`config.mk`:
```
export PLATFORM = sky130hd
export DESIGN_NAME = ost_trace_packet_framer_unit
export DESIGN_NICKNAME = d
export VERILOG_FILES = /design/src/hdl/ostpf_pkg.sv /design/src/hdl/ostpf_core.sv /design/src/hdl/ostpf_fifo.sv /design/src/hdl/ost_trace_packet_framer_unit.sv
export SDC_FILE = /design/constraint.sdc
export NUM_CORES = 1
export LEC_CHECK = 0
export BUFFER_PORTS_ARGS = -buffer_cell sky130_fd_sc_hd__buf_4
export CAP_MARGIN = 20
export CORE_MARGIN = 8
export CORE_UTILIZATION = 40
export CTS_CLUSTER_SIZE = 30
export DETAILED_ROUTE_END_ITERATION = 10
export GPL_TIMING_DRIVEN = 0
export PLACE_DENSITY = 0.62
export SYNTH_ARGS = -nofsm -noshare
export SYNTH_HDL_FRONTEND = slang
export SYNTH_SLANG_ARGS = --single-unit
```
`constraint.sdc`:
```
create_clock -name clk_i -period 11.2 [get_ports clk_i]
set_input_delay 2.24 -clock clk_i [delete_from_list [all_inputs] [get_ports clk_i]]
set_output_delay 2.24 -clock clk_i [all_outputs]
set_load 0.02 [all_outputs]
```
`src/hdl/ostpf_pkg.sv`:
```
package ostpf_pkg;

  localparam int CHANNEL_COUNT  = 32;
  localparam int CHANNEL_STRIDE = 256;
  localparam int TIMESTAMP_MASK = 8;

  localparam logic [7:0]  TYPE_DATA   = 8'h98;
  localparam logic [7:0]  TYPE_FLAG   = 8'hE8;
  localparam logic [7:0]  OPT_MARKED  = 8'h10;
  localparam logic [7:0]  START_TOKEN = 8'h30;
  localparam logic [7:0]  OST_VER     = 8'h01;
  localparam logic [31:0] SIZE_LIMIT  = 32'h0100_0000;
  localparam logic [7:0]  TS_CLEAR    = ~8'(TIMESTAMP_MASK);

  localparam int RES_MAX    = 3;
  localparam int RES_CNT_W  = $clog2(RES_MAX + 1);
  localparam int FIFO_DEPTH = 4;

  localparam logic ACT_BEGIN = 1'b0;
  localparam logic ACT_BYTE  = 1'b1;

  localparam logic [2:0] ADDR_TRACE_ENABLE = 3'h0;
  localparam logic [2:0] ADDR_ENTITY_MASK  = 3'h4;

  typedef struct packed {
    logic        trace_enable;
    logic [7:0]  entity_mask;
  } cfg_t;

  typedef struct packed {
    logic        action;
    logic [4:0]  channel;
    logic [7:0]  options;
    logic [7:0]  ent_id;
    logic [7:0]  prot_id;
    logic [31:0] pkt_size;
    logic [2:0]  align_offset;
    logic [7:0]  data_byte;
  } beat_t;

  typedef struct packed {
    logic        write_enable;
    logic [12:0] write_offset;
    logic [63:0] write_data;
    logic        packet_last;
    logic        status;
    logic [24:0] bytes_sent;
  } res_t;

  function automatic logic [12:0] chan_offset(logic [4:0] ch, logic [7:0] ty,
                                              logic [7:0] opts);
    logic [31:0] base;
    base = 32'(ch) * CHANNEL_STRIDE;
    return base[12:0] | {5'b0, ty & ~opts};
  endfunction

endpackage

```
`src/hdl/ostpf_core.sv`:
```
module ostpf_core (
  input  logic                                clk_i,
  input  logic                                rst_ni,
  input  ostpf_pkg::cfg_t                     cfg_i,
  input  logic                                step_i,
  input  ostpf_pkg::beat_t                    beat_i,
  output ostpf_pkg::res_t [ostpf_pkg::RES_MAX-1:0] res_o,
  output logic [ostpf_pkg::RES_CNT_W-1:0]     res_cnt_o
);

  localparam int RES_CNT_W = ostpf_pkg::RES_CNT_W;

  logic        in_pkt_q, in_pkt_d;
  logic [23:0] left_q, left_d;
  logic [2:0]  lane_q, lane_d;
  logic [63:0] buf_q, buf_d;
  logic [4:0]  chan_q, chan_d;
  logic [7:0]  opts_q, opts_d;
  logic [24:0] total_q, total_d;

  logic        accept_ok;
  logic [24:0] total_new;
  logic [63:0] hdr;
  logic [63:0] buf_nx;
  logic [2:0]  lane_nx;
  logic [23:0] left_nx;

  ostpf_pkg::res_t tail_new, tail_cur;

  always_comb begin
    accept_ok = cfg_i.trace_enable && ((cfg_i.entity_mask & beat_i.ent_id) != 8'h00) &&
                (beat_i.pkt_size < ostpf_pkg::SIZE_LIMIT) &&
                (32'(beat_i.channel) < ostpf_pkg::CHANNEL_COUNT);
    total_new = 25'd16 + ((25'(beat_i.pkt_size[23:0]) + 25'(beat_i.align_offset) +
                25'd7) & ~25'd7);
    hdr = {5'b0, beat_i.align_offset, beat_i.pkt_size[23:0], beat_i.prot_id,
           beat_i.ent_id, ostpf_pkg::OST_VER, ostpf_pkg::START_TOKEN};
    buf_nx = buf_q;
    for (int i = 0; i < 8; i++) begin
      if (lane_q == 3'(i)) begin
        buf_nx[i*8 +: 8] = buf_q[i*8 +: 8] | beat_i.data_byte;
      end
    end
    lane_nx = lane_q + 3'd1;
    left_nx = left_q - 24'd1;

    tail_new = '{write_enable: 1'b1,
                 write_offset: ostpf_pkg::chan_offset(beat_i.channel, ostpf_pkg::TYPE_FLAG,
                                                      beat_i.options),
                 write_data: 64'd0, packet_last: 1'b1, status: 1'b0,
                 bytes_sent: total_new};
    tail_cur = '{write_enable: 1'b1,
                 write_offset: ostpf_pkg::chan_offset(chan_q, ostpf_pkg::TYPE_FLAG, opts_q),
                 write_data: 64'd0, packet_last: 1'b1, status: 1'b0,
                 bytes_sent: total_q};
  end

  always_comb begin
    in_pkt_d  = in_pkt_q;
    left_d    = left_q;
    lane_d    = lane_q;
    buf_d     = buf_q;
    chan_d    = chan_q;
    opts_d    = opts_q;
    total_d   = total_q;
    res_o     = '0;
    res_cnt_o = '0;
    if (step_i) begin
      if (beat_i.action == ostpf_pkg::ACT_BEGIN) begin
        in_pkt_d = 1'b0;
        if (!accept_ok) begin
          res_o[0].packet_last = 1'b1;
          res_o[0].status      = 1'b1;
          res_cnt_o            = RES_CNT_W'(1);
        end else begin
          chan_d  = beat_i.channel;
          opts_d  = beat_i.options;
          total_d = total_new;
          res_o[0].write_enable = 1'b1;
          res_o[0].write_offset = ostpf_pkg::chan_offset(beat_i.channel,
              ostpf_pkg::TYPE_DATA,
              (beat_i.options | ostpf_pkg::OPT_MARKED) & ostpf_pkg::TS_CLEAR);
          res_o[0].write_data   = hdr;
          if (beat_i.pkt_size[23:0] == 24'd0) begin
            if (beat_i.align_offset != 3'd0) begin
              res_o[1].write_enable = 1'b1;
              res_o[1].write_offset = ostpf_pkg::chan_offset(beat_i.channel,
                  ostpf_pkg::TYPE_DATA, beat_i.options & ostpf_pkg::TS_CLEAR);
              res_o[2]  = tail_new;
              res_cnt_o = RES_CNT_W'(3);
            end else begin
              res_o[1]  = tail_new;
              res_cnt_o = RES_CNT_W'(2);
            end
          end else begin
            in_pkt_d  = 1'b1;
            left_d    = beat_i.pkt_size[23:0];
            lane_d    = beat_i.align_offset;
            buf_d     = 64'd0;
            res_cnt_o = RES_CNT_W'(1);
          end
        end
      end else if (in_pkt_q) begin
        buf_d  = buf_nx;
        lane_d = lane_nx;
        left_d = left_nx;
        if (lane_nx == 3'd0 || left_nx == 24'd0) begin
          res_o[0].write_enable = 1'b1;
          res_o[0].write_offset = ostpf_pkg::chan_offset(chan_q, ostpf_pkg::TYPE_DATA,
                                                         opts_q & ostpf_pkg::TS_CLEAR);
          res_o[0].write_data   = buf_nx;
          res_cnt_o             = RES_CNT_W'(1);
          buf_d                 = 64'd0;
        end
        if (left_nx == 24'd0) begin
          res_o[1]  = tail_cur;
          res_cnt_o = RES_CNT_W'(2);
          in_pkt_d  = 1'b0;
          lane_d    = 3'd0;
        end
      end
    end
  end

  always_ff @(posedge clk_i or negedge rst_ni) begin
    if (!rst_ni) begin
      in_pkt_q <= 1'b0;
      left_q   <= 24'd0;
      lane_q   <= 3'd0;
    end else begin
      in_pkt_q <= in_pkt_d;
      left_q   <= left_d;
      lane_q   <= lane_d;
    end
  end

  always_ff @(posedge clk_i) begin
    buf_q   <= buf_d;
    chan_q  <= chan_d;
    opts_q  <= opts_d;
    total_q <= total_d;
  end

  a_open_left: assert property (@(posedge clk_i) disable iff (!rst_ni)
    in_pkt_q |-> left_q != 24'd0)
    else $error("open packet with no bytes left");

  a_drop_alone: assert property (@(posedge clk_i) disable iff (!rst_ni)
    (res_cnt_o != '0 && res_o[0].status) |-> (res_cnt_o == RES_CNT_W'(1) &&
                                              !res_o[0].write_enable))
    else $error("drop status mixed with writes");

endmodule

```
`src/hdl/ostpf_fifo.sv`:
```
module ostpf_fifo (
  input  logic                                     clk_i,
  input  logic                                     rst_ni,
  input  logic [ostpf_pkg::RES_CNT_W-1:0]          push_cnt_i,
  input  ostpf_pkg::res_t [ostpf_pkg::RES_MAX-1:0] push_data_i,
  output logic                                     room_o,
  output logic                                     valid_o,
  input  logic                                     pop_i,
  output ostpf_pkg::res_t                          data_o
);

  localparam int PTR_W = $clog2(ostpf_pkg::FIFO_DEPTH);
  localparam int CNT_W = $clog2(ostpf_pkg::FIFO_DEPTH + 1);

  ostpf_pkg::res_t mem_q [ostpf_pkg::FIFO_DEPTH];
  logic [PTR_W-1:0] wr_ptr_q, wr_ptr_d;
  logic [PTR_W-1:0] rd_ptr_q, rd_ptr_d;
  logic [CNT_W-1:0] cnt_q, cnt_d;
  logic             pop;

  assign pop      = pop_i && valid_o;
  assign valid_o  = cnt_q != '0;
  assign room_o   = cnt_q <= CNT_W'(ostpf_pkg::FIFO_DEPTH - ostpf_pkg::RES_MAX);
  assign data_o   = mem_q[rd_ptr_q];
  assign wr_ptr_d = wr_ptr_q + PTR_W'(push_cnt_i);
  assign rd_ptr_d = rd_ptr_q + PTR_W'(pop);
  assign cnt_d    = cnt_q + CNT_W'(push_cnt_i) - CNT_W'(pop);

  always_ff @(posedge clk_i or negedge rst_ni) begin
    if (!rst_ni) begin
      wr_ptr_q <= '0;
      rd_ptr_q <= '0;
      cnt_q    <= '0;
    end else begin
      wr_ptr_q <= wr_ptr_d;
      rd_ptr_q <= rd_ptr_d;
      cnt_q    <= cnt_d;
    end
  end

  always_ff @(posedge clk_i) begin
    for (int k = 0; k < ostpf_pkg::RES_MAX; k++) begin
      if (ostpf_pkg::RES_CNT_W'(k) < push_cnt_i) begin
        mem_q[wr_ptr_q + PTR_W'(k)] <= push_data_i[k];
      end
    end
  end

  a_cnt_max: assert property (@(posedge clk_i) disable iff (!rst_ni)
    cnt_q <= CNT_W'(ostpf_pkg::FIFO_DEPTH))
    else $error("result queue overflow");

  a_push_room: assert property (@(posedge clk_i) disable iff (!rst_ni)
    push_cnt_i != '0 |-> room_o)
    else $error("results pushed without room");

  a_ptr_gap: assert property (@(posedge clk_i) disable iff (!rst_ni)
    (wr_ptr_q - rd_ptr_q) == cnt_q[PTR_W-1:0])
    else $error("queue pointers disagree with fill count");

endmodule

```
`src/hdl/ost_trace_packet_framer_unit.sv`:
```
// Channel  Dir  Handshake                      Payload
// s_axis   in   s_axis_tvalid_i/tready_o       tdata 72b, tuser 1b (action)
// m_axis   out  m_axis_tvalid_o/tready_i       tdata 104b, tuser 2b, tlast
// apb      in   psel/penable/pwrite, pready=1  two registers at 0x0 and 0x4
//
// One input beat per cycle while s_axis_tready_o is high; its zero to three
// results enter a four-entry result queue at the accepting edge and leave one
// per cycle while m_axis_tready_i is high. s_axis_tready_o drops while more than
// one result is queued: a two-result beat (last payload byte, empty payload) or a
// three-result beat (empty payload, prepad) stalls input, as does a stalled master.
// Reset empties the queue, closes any open packet, disables tracing, mask all ones.
module ost_trace_packet_framer_unit (
  input  logic          clk_i,
  input  logic          rst_ni,
  input  logic          s_axis_tvalid_i,
  output logic          s_axis_tready_o,
  // channel, options, ent_id, prot_id, pkt_size, align_offset, data_byte
  input  logic [71:0]   s_axis_tdata_i,
  // action
  input  logic [0:0]    s_axis_tuser_i,
  output logic          m_axis_tvalid_o,
  input  logic          m_axis_tready_i,
  // write_offset, write_data, bytes_sent, 2 zero bits
  output logic [103:0]  m_axis_tdata_o,
  // write_enable, status
  output logic [1:0]    m_axis_tuser_o,
  output logic          m_axis_tlast_o,
  input  logic          psel,
  input  logic          penable,
  input  logic          pwrite,
  input  logic [2:0]    paddr,
  input  logic [31:0]   pwdata,
  output logic [31:0]   prdata,
  output logic          pready
);

  ostpf_pkg::cfg_t  cfg_q, cfg_d;
  ostpf_pkg::beat_t beat;
  ostpf_pkg::res_t  res_out;
  ostpf_pkg::res_t [ostpf_pkg::RES_MAX-1:0] res;
  logic [ostpf_pkg::RES_CNT_W-1:0] res_cnt;
  logic step;
  logic room;
  logic cfg_wr;

  assign pready = 1'b1;
  assign cfg_wr = psel && penable && pwrite && pready;

  always_comb begin
    cfg_d = cfg_q;
    if (cfg_wr) begin
      unique case (paddr)
        ostpf_pkg::ADDR_TRACE_ENABLE: cfg_d.trace_enable = pwdata[0];
        ostpf_pkg::ADDR_ENTITY_MASK:  cfg_d.entity_mask  = pwdata[7:0];
        default: ;
      endcase
    end
  end

  always_comb begin
    unique case (paddr)
      ostpf_pkg::ADDR_TRACE_ENABLE: prdata = {31'd0, cfg_q.trace_enable};
      ostpf_pkg::ADDR_ENTITY_MASK:  prdata = {24'd0, cfg_q.entity_mask};
      default:                      prdata = 32'd0;
    endcase
  end

  always_ff @(posedge clk_i or negedge rst_ni) begin
    if (!rst_ni) begin
      cfg_q.trace_enable <= 1'b0;
      cfg_q.entity_mask  <= 8'hFF;
    end else begin
      cfg_q <= cfg_d;
    end
  end

  always_comb begin
    beat.action       = s_axis_tuser_i[0];
    beat.channel      = s_axis_tdata_i[4:0];
    beat.options      = s_axis_tdata_i[12:5];
    beat.ent_id       = s_axis_tdata_i[20:13];
    beat.prot_id      = s_axis_tdata_i[28:21];
    beat.pkt_size     = s_axis_tdata_i[60:29];
    beat.align_offset = s_axis_tdata_i[63:61];
    beat.data_byte    = s_axis_tdata_i[71:64];
  end

  assign s_axis_tready_o = room;
  assign step            = s_axis_tvalid_i && room;

  ostpf_core u_core (
    .clk_i     (clk_i),
    .rst_ni    (rst_ni),
    .cfg_i     (cfg_q),
    .step_i    (step),
    .beat_i    (beat),
    .res_o     (res),
    .res_cnt_o (res_cnt)
  );

  ostpf_fifo u_fifo (
    .clk_i       (clk_i),
    .rst_ni      (rst_ni),
    .push_cnt_i  (res_cnt),
    .push_data_i (res),
    .room_o      (room),
    .valid_o     (m_axis_tvalid_o),
    .pop_i       (m_axis_tready_i),
    .data_o      (res_out)
  );

  assign m_axis_tdata_o = {2'b00, res_out.bytes_sent, res_out.write_data,
                           res_out.write_offset};
  assign m_axis_tuser_o = {res_out.status, res_out.write_enable};
  assign m_axis_tlast_o = res_out.packet_last;

endmodule

```
After elaboration in Yosys (flattened, before gate mapping). Memories as Yosys holds them, arrays and structs flattened. Index checks and enable logic that the tools add are counted.

Bits in registers: 146. Bits in writable memories: 420. Memory bits (read-only): 0. Output and inout port bits: 142. Memories: 1. Bits in latches: 0.

Memories: u_fifo.mem_q (depth 4, bits a word 105, read ports 1, clocked after Yosys merged registers in 0, wr ports 3, line ostpf_fifo.sv:15) `ostpf_pkg::res_t mem_q [ostpf_pkg::FIFO_DEPTH];`.

Bitwise operators: 20. Equality and inequality tests: 10. Divide/modulo/power cells: 0. $lt $le $gt $ge: 5. Multiplexer cells: 55. Shift operators: 0. $add $sub $neg: 11. Reduce and logical (&&, ||, !) cells: 20. $mul: 0.

Operators with widths (number): two-way mux 183 bit (2); two-way mux 64 bit (5); two-way mux 105 bit (3); two-way mux 290 bit (1); two-way mux 288 bit (1); two-way mux 210 bit (1); two-way mux 24 bit (4); two-way mux 78 bit (1); OR 13 x 8 -> 13 bit (5); two-way mux 8 bit (8); OR 8 bit (8); zero test 24 bit (2); inverter 8 bit (5); < comparator 32 x 25 -> 1 bit (second input constant) (1); two-way mux 27 bit (1); adder 24 x 3 -> 25 bit (1); adder 25 x 3 -> 25 bit (second input constant) (1); adder 5 x 25 -> 25 bit (first input constant) (1); subtractor 24 x 1 -> 24 bit (second input constant) (1); two-way mux 2 bit (8); case mux 8 bit (2 select lines) (1); == test 3 bit (second input constant) (5); two-way mux 3 bit (5); two-way mux 1 bit (13); other kinds (26) (37).

Logic depth before layout (Yosys ltp). Gate-level depths: netlist of the first run.

Depth in word-level cells: 11. Mapped depth: 15. Mapped depth without buffers: 14.

Hierarchy. From an unflattened synthesis of the first run, not the netlist that was laid out.

Cell total of the unflattened synthesis: 3584. Area, all modules: 34022.6 um^2.

By module, submodules not included: ostpf_fifo (cells each 2468, seq. area each 12787.3 um^2, instances 1, area an instance 23959.2 um^2); ostpf_core (cells each 1054, seq. area each 3583.4 um^2, instances 1, area an instance 9351.5 um^2); ost_trace_packet_framer_unit (cells each 62, seq. area each 235.2 um^2, instances 1, area an instance 711.9 um^2).

Worst setup path before layout of the first run. OpenSTA, ideal clock, no wires.

Path kind: input -> register. From: in s_axis_tdata_i[49]. To: reg u_core.left_q[0]. Buffers on the path: 3. Stages on the path: 11. Setup slack: 5.147 ns. Data arrival time: 5.932 ns. Required time: 11.079 ns. Cells stage by stage: clkbuf_1 > nor4_1 > nand4_1 > nor2_1 > nor4_1 > o21ai_1 > inv_1 > clkbuf_1 > clkbuf_1 > o211ai_1 > o21ai_0.

Word-level cells in the longest chain between the ends: 4.

RTL lines: start, declared (line ost_trace_packet_framer_unit.sv:18) `input logic [71:0] s_axis_tdata_i,`; < comparator 32 x 25 -> 1 bit (line ostpf_core.sv:32) `(beat_i.pkt_size < ostpf_pkg::SIZE_LIMIT) &&`; logical AND 1 bit (line ostpf_core.sv:31) `accept_ok = cfg_i.trace_enable && ((cfg_i.entity_mask & beat_i.ent_id) != 8'h00) &&`; nonzero test 2 bit (no line); AND reduction 4 bit (no line) *; end signal, assigned (line ostpf_core.sv:132) `left_q <= left_d;`; end, declared (line ostpf_core.sv:14) `logic [23:0] left_q, left_d;`.

Every way passes the cells marked *; elsewhere a longest branch is shown, timed or not. A chain may end at the register's enable or synchronous reset.

Worst setup path in the final report of the first run.
From: reg u_fifo.rd_ptr_q[0]. To: out m_axis_tdata_o[7].

Word-level cells in the longest chain between the ends: 1.

RTL lines: start, declared (line ostpf_fifo.sv:17) `logic [PTR_W-1:0] rd_ptr_q, rd_ptr_d;`; start signal, assigned (line ostpf_fifo.sv:36) `rd_ptr_q <= rd_ptr_d;`; memory read (4 x 105 bit); end, declared (line ost_trace_packet_framer_unit.sv:24) `output logic [103:0] m_axis_tdata_o,`.

Every way passes these cells.

==> summary.md, run 1 <==
The run gives 2715 as the post-layout net count. The hold path depth was 1; the placed instance count was 3365. The region available for standard cell placement spans 0.06274 mm^2. The detailed-route wire length per cell was 25.81 um; the cell-internal power was 3.765 mW. The depth of the worst register-to-register path is 12.

The tools report the remaining antenna violation count after routing as 0. The number of synthesized register bits was 536. Together, buffers and inverters on the worst path number 4. The logs give 0.65 ns for the insertion delay of the later-clocked pin in the worst-skew pair and 5789 for the number of filler instances in the final layout. The number of setup buffers added after CTS is 0. The final hold violation count is 0. The area growth from synthesis to layout is 17.84%. Final count of pins violating max slew: 0. Total of max-cap violations: 0. The switching power of the nets was 1.804 mW. The mapped netlist covers 0.02528 mm^2. For this configuration, the core starts out at a cell density of 40.30%. For this run, design rule violations remaining after detail routing come to 0. The worst slew slack as a fraction of its limit is 27.36%. From bottom edge to top edge, the die measures 267.4 um. In this run the most critical hold path is launched from u_fifo.mem_q[1][31]. In the layout the commonest cells are sky130_fd_sc_hd__dfxtp_1, sky130_fd_sc_hd__nand2_1, sky130_fd_sc_hd__edfxtp_1, sky130_fd_sc_hd__buf_4, sky130_fd_sc_hd__nor2_1. The tools report the maximum clock rate as 154.5 MHz. Clock-pin slew was measured on the worst setup and hold paths at 0.06 ns. Dividing the synthesized area by the synthesized cell count gives 10.94 um^2. Of the total power, the share spent switching nets is 32.39%. The power density over the cells works out to 186.9 mW/mm^2. The congestion estimate from routability-driven global placement came to 0.9119. The tools report the distinct cell type count after synthesis as 89. The number of flops mapped to enable cells by yosys works out to 228.

The part of the total power dissipated in combinational logic is 25.9%, and the post-synthesis async set-or-reset flop share is 8.209%. Entering global routing, the biggest net connects 67 pins. For this design, the slowest cell found on the critical path is sky130_fd_sc_hd__buf_1.

The logs give 21080 for the via count of the first global-routing pass and 0.04485 ns for the final setup skew. Of the available clock period, the critical path in the final layout requires 57.80%. The commonest non-fill, non-tap cell in the layout is sky130_fd_sc_hd__dfxtp_1. The post-route netlist has 19.06% of its cells at a drive strength greater than 1. The total via count after detailed routing was 21270; the worst endpoint required time was 8.96 ns. The path class of the tightest hold or removal check is flop to flop. The run gives 133600 um as the first-pass GRT wire length.

During I/O placement, the number of pins put on the boundary was 257. No sink is reached through more buffers than the 3 on the longest clock path. For the number of DRC markers in iteration 0, the log shows 2622. CTS saw 536 sinks. In this run the tool buffered the top-level ports with 172 buffer cells. The library cell appearing most often on the critical path is sky130_fd_sc_hd__buf_1. Registers are responsible for 39.7% of the overall power.

For the initial antenna violation count, the log shows 6. For this run, the leading register cell type out of synthesis is sky130_fd_sc_hd__dfxtp_1. The run gives 0 as the total congestion overflow. Post-route cell area: 0.02979 mm^2. The end of the worst register-to-register path is u_fifo.mem_q[2][12].

The peak ir drop on the vdd network came out at 0.1317 mV. The number of cells in the finished layout apart from fillers was 3476; the worst path arrival time was 4.23 ns. The pre-antenna-repair detailed-routing pass consisted of 6 iterations. The design draws 5.568 mW. Setup repair after global routing left no endpoint under its margin. In this run the register-to-register setup slack is 6.25 ns. Counting the buffers created by CTS gives 57.

Measured on the finished design, the core utilization comes to 47.49%. The maximum level of the CTS H-tree came out at 2. The minimum clock period after layout is 6.474 ns. The count of standard-cell rows is 92, and the HPWL reported at the end of detailed placement is 62790 um.

The count of synthesis-stage warnings from yosys came out at 0. The analysis attributes to cell leakage a power of 10.85 nW. For the pin with the worst max-slew slack, the measured transition is 1.090 ns.

The signal on the critical path passes through clkbuf_1 > buf_1 > buf_1 > mux4_2 > buf_4. On the critical path the largest part of the delay comes from buffers and inverters. Gates resized during post-CTS repair numbered 0. After routing, the total negative slack on setup checks comes to 0 ns. TritonCTS built the clock tree. The reg-to-reg startpoint is u_core.left_q[0]. The run gives 0 as the hold buffer count at cts. Wires add up to 89710 um.

The die outline area came out at 0.07150 mm^2. The run finished with clean final reports. Setup violations remaining at the end of the flow were counted as 0.

In this run the worst path has a maximum fanout of 10. The critical path is of the flop to primary output type. CTS placed an instance of sky130_fd_sc_hd__clkbuf_16 at the clock tree root. The largest stage delay on the critical path was 0.85 ns; the global-route usage over all layers was 24.30%. In this run the horizontal extent of the chip is 267.4 um. Post-detailed-placement cell area: 0.02787 mm^2.

The worst setup path is launched from a flop. The sequential share of the synthesized area was 52.39%. For hold timing, the worst endpoint is u_fifo.mem_q[1][31]. In this run, the clock network consumes 34.5% of the power.

The worst setup path is captured at a primary output. In the routed layout, each cell is associated on average with a via count of 6.119. Gate count after technology mapping: 2310.
==> cell families after synthesis <==
family	Yosys count	share of synthesized area, %
xor gates and xnor gates	25	0.8662
adders and majority gates	23	1.138
muxes	128	10.05
buffers and inverters	275	5.068
AOI/OAI and AO/OA	669	18.65
and+or+nand+nor	652	11.81
other	2	0.02971
DFF	536	52.39
==> power by group through the flow <==
stage | Combinational, mW | Clock (mW) | Sequential, mW
floorplan | 0.923 | 0 | 2.23
global placement | 1.40 | 0 | 2.24
detailed placement | 1.43 | 0 | 2.25
CTS | 1.44 | 1.93 | 2.21
global route | 1.54 | 2.01 | 2.22
finish | 1.44 | 1.92 | 2.21
==> metrics by stage <==
stage / worst slack (ns) / hold slack (ns)
CTS: 4.639 / 0.4612
detailed placement: 4.923 / 0.4493
global route: 4.528 / 0.4776
finish: 4.726 / 0.4622
floorplan: 5.147 / 0.4273
global placement: 3.014 / 0.4411
==> flip-flops by register name, summed over array words and instances (netlist names) <==
| name | count |
|---|---|
| u_core.left_q | 24 |
| u_core.total_q | 22 |
| u_fifo.wr_ptr_q | 2 |
| u_fifo.rd_ptr_q | 2 |
| u_core.buf_q | 64 |
| u_core.chan_q | 5 |
| u_core.in_pkt_q | 1 |
| cfg_q | 9 |
| u_core.lane_q | 3 |
| u_core.opts_q | 5 |
| u_fifo.mem_q | 396 |
| u_fifo.cnt_q | 3 |
==> worst register-to-register path, cell delays in order (launching register included) <==
cell and delay, ns:
sky130_fd_sc_hd__dfrtp_1 0.46, sky130_fd_sc_hd__inv_1 0.11, sky130_fd_sc_hd__ha_1 0.31, sky130_fd_sc_hd__nor3b_2 0.39, sky130_fd_sc_hd__nand4_1 0.40, sky130_fd_sc_hd__o311a_1 0.42, sky130_fd_sc_hd__and4_1 0.29, sky130_fd_sc_hd__and4_1 0.23
sky130_fd_sc_hd__nor2_1 0.24, sky130_fd_sc_hd__buf_2 0.42, sky130_fd_sc_hd__buf_1 0.58, sky130_fd_sc_hd__nand2_2 0.50, sky130_fd_sc_hd__buf_16 0.32
==> layout make-up <==
class | instances | area [um^2] | area share (%)
Clock buffer | 83 | 1689 | 5.670
Inverter | 42 | 160.2 | 0.5376
Antenna cell | 2 | 5.005 | 0.01680
Clock inverter | 24 | 203.9 | 0.6846
Multi-Input combinational cell | 1530 | 10880 | 36.51
Sequential cell | 536 | 13240 | 44.45
Timing Repair Buffer | 180 | 1428 | 4.792
Buffer | 233 | 1126 | 3.780
Tap cell | 846 | 1059 | 3.553
==> how the worst max path moves through the flow <==
stage                        from                  end  cells past startpoint
2_1_floorplan  s_axis_tdata_i[49]     u_core.left_q[0]                     11
3_3_place_gp   s_axis_tdata_i[36]     u_core.left_q[0]                     11
3_5_place_dp   s_axis_tdata_i[36]  u_fifo.mem_q[1][17]                     10
4_1_cts        u_fifo.rd_ptr_q[0]    m_axis_tdata_o[7]                      5
5_1_grt        u_fifo.rd_ptr_q[0]    m_axis_tdata_o[7]                      5
6_report       u_fifo.rd_ptr_q[0]    m_axis_tdata_o[7]                      5
==> layer usage <==
metal | vias to the layer above | global-route usage (%) | wire, um
met1 | 10550 | 32.23 | 35750
met5 | - | 0 | 44
li1 | 9261 | - | -
met4 | 6 | 10.60 | 3904
met3 | 211 | 4.388 | 8276
met2 | 1244 | 38.80 | 41730
==> synth_stat cells, types with 17 or more instances <==
master / count / area share (%)
sky130_fd_sc_hd__nand2_1: 242 / 3.6
sky130_fd_sc_hd__mux2_2: 17 / 0.76
sky130_fd_sc_hd__nor2_1: 205 / 3.0
sky130_fd_sc_hd__a221o_1: 18 / 0.71
sky130_fd_sc_hd__a21oi_1: 97 / 1.9
sky130_fd_sc_hd__o211ai_1: 19 / 0.56
sky130_fd_sc_hd__o21ai_1: 17 / 0.34
sky130_fd_sc_hd__buf_2: 29 / 0.57
sky130_fd_sc_hd__nor3_1: 45 / 0.89
sky130_fd_sc_hd__ha_1: 19 / 0.94
sky130_fd_sc_hd__o22ai_1: 177 / 4.4
sky130_fd_sc_hd__a22o_1: 125 / 4.3
sky130_fd_sc_hd__nand3_1: 22 / 0.44
sky130_fd_sc_hd__dfrtp_1: 36 / 3.6
sky130_fd_sc_hd__clkbuf_1: 120 / 1.8
sky130_fd_sc_hd__o21ai_0: 65 / 1.3
sky130_fd_sc_hd__buf_4: 38 / 1.1
sky130_fd_sc_hd__edfxtp_1: 228 / 27
sky130_fd_sc_hd__a2bb2oi_1: 27 / 0.94
sky130_fd_sc_hd__nor4_1: 19 / 0.47
sky130_fd_sc_hd__buf_1: 37 / 0.55
sky130_fd_sc_hd__mux4_2: 99 / 8.8
sky130_fd_sc_hd__dfxtp_1: 264 / 21
sky130_fd_sc_hd__inv_1: 40 / 0.59
sky130_fd_sc_hd__o21a_1: 22 / 0.65
sky130_fd_sc_hd__nand2b_1: 28 / 0.69
No activity file was read; power rests on OpenSTA's default activity.
==> inputs of run 2 (changes only) <==
- PLACE_DENSITY: 0.62 -> 0.64
- clock period: 11.2 -> 5.2 ns (I/O delays scaled with it)
==> run 2 against run 1 <==
Via count is 0.31% higher; wire length is 1.0% lower; utilization is 0.11 points lower; worst hold slack better by 0.0048 ns; combinational power is 120% higher; total power is 110% higher; die area stayed put; critical path depth is 7 higher; clock power is 110% higher; clock skew is 0.016 ns lower; critical path type is now flop to flop; critical endpoint is now u_fifo.mem_q[0][19]; largest power group unchanged.
==> summary.md, run 2 (synthesis results as in run 1) <==
The run finished with clean final reports. Static timing analysis puts the maximum clock frequency at 198.1 MHz. Using the TritonRoute via totals, the vias-per-cell ratio works out to 6.145. Setup repair after global routing left no endpoint under its margin. In this run, the number of DRC markers left after iteration 0 of detailed routing was 2536. At the worst endpoint, the required time is 5.57 ns. The detailed-route wire length is 88790 um. The cell with the biggest individual delay on the critical path is sky130_fd_sc_hd__clkbuf_1.

The largest single stage delay on the critical path is 0.62 ns. The count of nets left with antenna violations once routing finished came out at 0. The register with the most flip-flops is u_fifo.mem_q.

Setup violations remaining at the end of the flow were counted as 0. Tracing the worst setup path back leads to its startpoint at u_core.left_q[0]. The number of filler instances in the final layout came out at 5702. Worst hold margin: 0.4670 ns. The top cell types in the final layout, fill and taps aside, are sky130_fd_sc_hd__dfxtp_1, sky130_fd_sc_hd__nand2_1, sky130_fd_sc_hd__edfxtp_1, sky130_fd_sc_hd__buf_4, sky130_fd_sc_hd__nor2_1. On the final layout, the worst clock skew is 0.02919 ns. For the global placer's final weighted congestion, the log shows 0.9455. Summed over all cells, the static leakage comes to 10.78 nW.

Reg-to-reg startpoint: u_core.left_q[0]. The largest registers in the layout are u_fifo.mem_q: 396 flops, u_core.buf_q: 64 flops, u_core.left_q: 24 flops. The synthesis-to-finish area growth works out to 17.57%. Global routing finished with a remaining overflow of 0.

Number of flip-flops in the largest register: 396. The tool flagged a number of max-cap violations equal to 0. The worst register-to-register path ends at u_fifo.mem_q[0][19]. Excluding fillers, the count of instances in the completed layout stands at 3472. Clock-pin slew was measured on the worst setup and hold paths at 0.06 ns. The tools report the worst slew slack as a fraction of its limit as 18.14%. At the pin with the least slew margin, the transition time is 1.228 ns. Adding up every negative setup slack in the final design gives 0 ns. The final count of pins violating max slew is 0. The signal on the critical path passes through inv_1 > ha_1 > nor3b_2 > nand4_1 > o311a_1 > and4_1 > and4_1 > nor2_1 > buf_2 > clkbuf_1 > nand2_2 > buf_12. No sink is reached through more buffers than the 3 on the longest clock path.

For the starting density of the core, the log shows 40.30%. The TritonCTS buffer count was 55. The worst setup path is launched from a flop.

The finished cells cover 0.02972 mm^2. Worst-case register-to-register setup slack: 0.15 ns. The die is 267.4 um tall. The fraction of final layout cells sized beyond drive strength 1 works out to 18.82%.

The first global-routing pass estimated 130500 um of wire. The floorplan step defined a core boundary enclosing 0.06274 mm^2. The logs give 0 for the detailed-route DRC error count and 92 for the count of standard-cell rows. In the global route stage, overall resource usage came out at 23.83%.

The library cell appearing most often on the critical path was sky130_fd_sc_hd__and4_1. The placed instance count came out at 3365. The number of buffers and inverters on the critical path is 4. Dividing the detail-routed wire length by the instance count gives 25.57 um. The tools report the nature of the critical path endpoint as a flop.

Data on the critical path arrives at its endpoint at 5.41 ns. The number of optimization iterations in the first detailed-route pass is 5. TritonCTS built the clock tree. The width of the chip works out to 267.4 um. The die outline area was 0.07150 mm^2. The tools report the total clock sinks as 536.

The run gives 2 as the maximum level of the CTS H-tree. The critical path runs through a total of 12 cells. After layout, the design draws a total of 11.92 mW. The library cell used as clock root buffer is sky130_fd_sc_hd__clkbuf_16. The run gives 20750 as the via count of the first global-routing pass. Leaving out fill and tap cells, the most frequent cell in the layout is sky130_fd_sc_hd__dfxtp_1. The kind of path behind the tightest hold check was input pin to asynchronous set/reset pin. Across the VDD grid, the largest voltage drop is 0.3362 mV. Entering global routing, the biggest net connects 67 pins. For the post-layout net count, the log shows 2712. For this block, the via count after detailed routing is 21330. For the worst-skew pair, the clock arrives at the later sink with an insertion delay of 0.64 ns. The post-detailed-placement cell area was 0.02786 mm^2. Classification of the worst setup path: flop to flop. Buffers added to address setup during post-CTS repair amount to 0. The initial antenna violation count was 7; the final hold violation count was 0. The number of buffers inserted by port buffering was 172. For this design the top-level I/O count stands at 257. The dominant delay contributor by cell family on the critical path was simple AND/OR/NAND/NOR gates. The smallest clock period supported by the final layout is computed as 5.047 ns. For the worst flop-to-flop path, the logic depth is 12. Along the worst path, the maximum fanout reaches 20. The tools report the HPWL reported at the end of detailed placement as 62410 um.

Power density over the cells: 401.1 mW/mm^2. The worst path uses 97.05% of the clock period. Hold repair after CTS inserted 0 buffers.
[run 2: cell types whose count changed in the layout (fill, tap and decap cells not counted), sizes merged]
cell	previous run	this run
clkinv	19	14
clkinvlp	1	6
diode	2	6
clkdlybuf4s15	0	1
bufinv	1	5
inv	45	44
clkbuf	203	193
buf	293	291
[run 2: where the power goes]
| group | switching [mW] | internal [mW] | total (mW) |
|---|---|---|---|
| Sequential | 0.124 | 4.63 | 4.75 |
| Combinational | 1.94 | 1.16 | 3.11 |
| Clock | 1.77 | 2.29 | 4.06 |
[run 2: how the worst max path moves through the flow]
stage,endpoint
floorplan,u_core.left_q[0]
global placement,u_core.left_q[0]
detailed placement,u_fifo.mem_q[0][23]
CTS,m_axis_tdata_o[7]
global route,u_fifo.mem_q[0][22]
finish,u_fifo.mem_q[0][19]
[run 2: routing by layer]
layer / up-vias / GRT usage, % / share of wire, %
li1: 9270 / - / -
met3: 236 / 4.424 / 9.4
met2: 1304 / 38.64 / 47
met1: 10520 / 31.10 / 39
met5: - / 0 / 0.014
met4: 2 / 10.22 / 4.2
[run 2: worst register-to-register path, delay by kind of cell (launching register included)]
kind                       cells  cell delay [ns]
AOI/OAI and AO/OA              1             0.43
buffers and inverters          4             1.51
adders and majority gates      1             0.32
and+or+nand+nor                6             2.08
DFF                            1             0.46
[run 2: what timing repair did]
item	CTS	global route
endpoints found under the hold margin	0	0
endpoints found under the setup margin	9	0
resized for setup	2	0
[run 2: layout make-up]
| cell class | count | area (um^2) | area share, % |
|---|---|---|---|
| Clock inverter | 27 | 316.6 | 1.065 |
| Antenna cell | 6 | 15.01 | 0.05052 |
| Sequential cell | 536 | 13240 | 44.56 |
| Multi-Input combinational cell | 1530 | 10880 | 36.60 |
| Buffer | 233 | 1134 | 3.814 |
| Inverter | 42 | 160.2 | 0.5389 |
| Timing Repair Buffer | 179 | 1414 | 4.757 |
| Tap cell | 846 | 1059 | 3.562 |
| Clock buffer | 73 | 1504 | 5.060 |
[run 2: through the flow]
| step | util [%] | setup WS, ns |
|---|---|---|
| global placement | 44.23 | -1.790 |
| global route | 47.37 | 0.03859 |
| CTS | 47.33 | 0.1743 |
| floorplan | - | 0.3475 |
| finish | 47.38 | 0.1531 |
| detailed placement | 44.41 | 0.06556 |
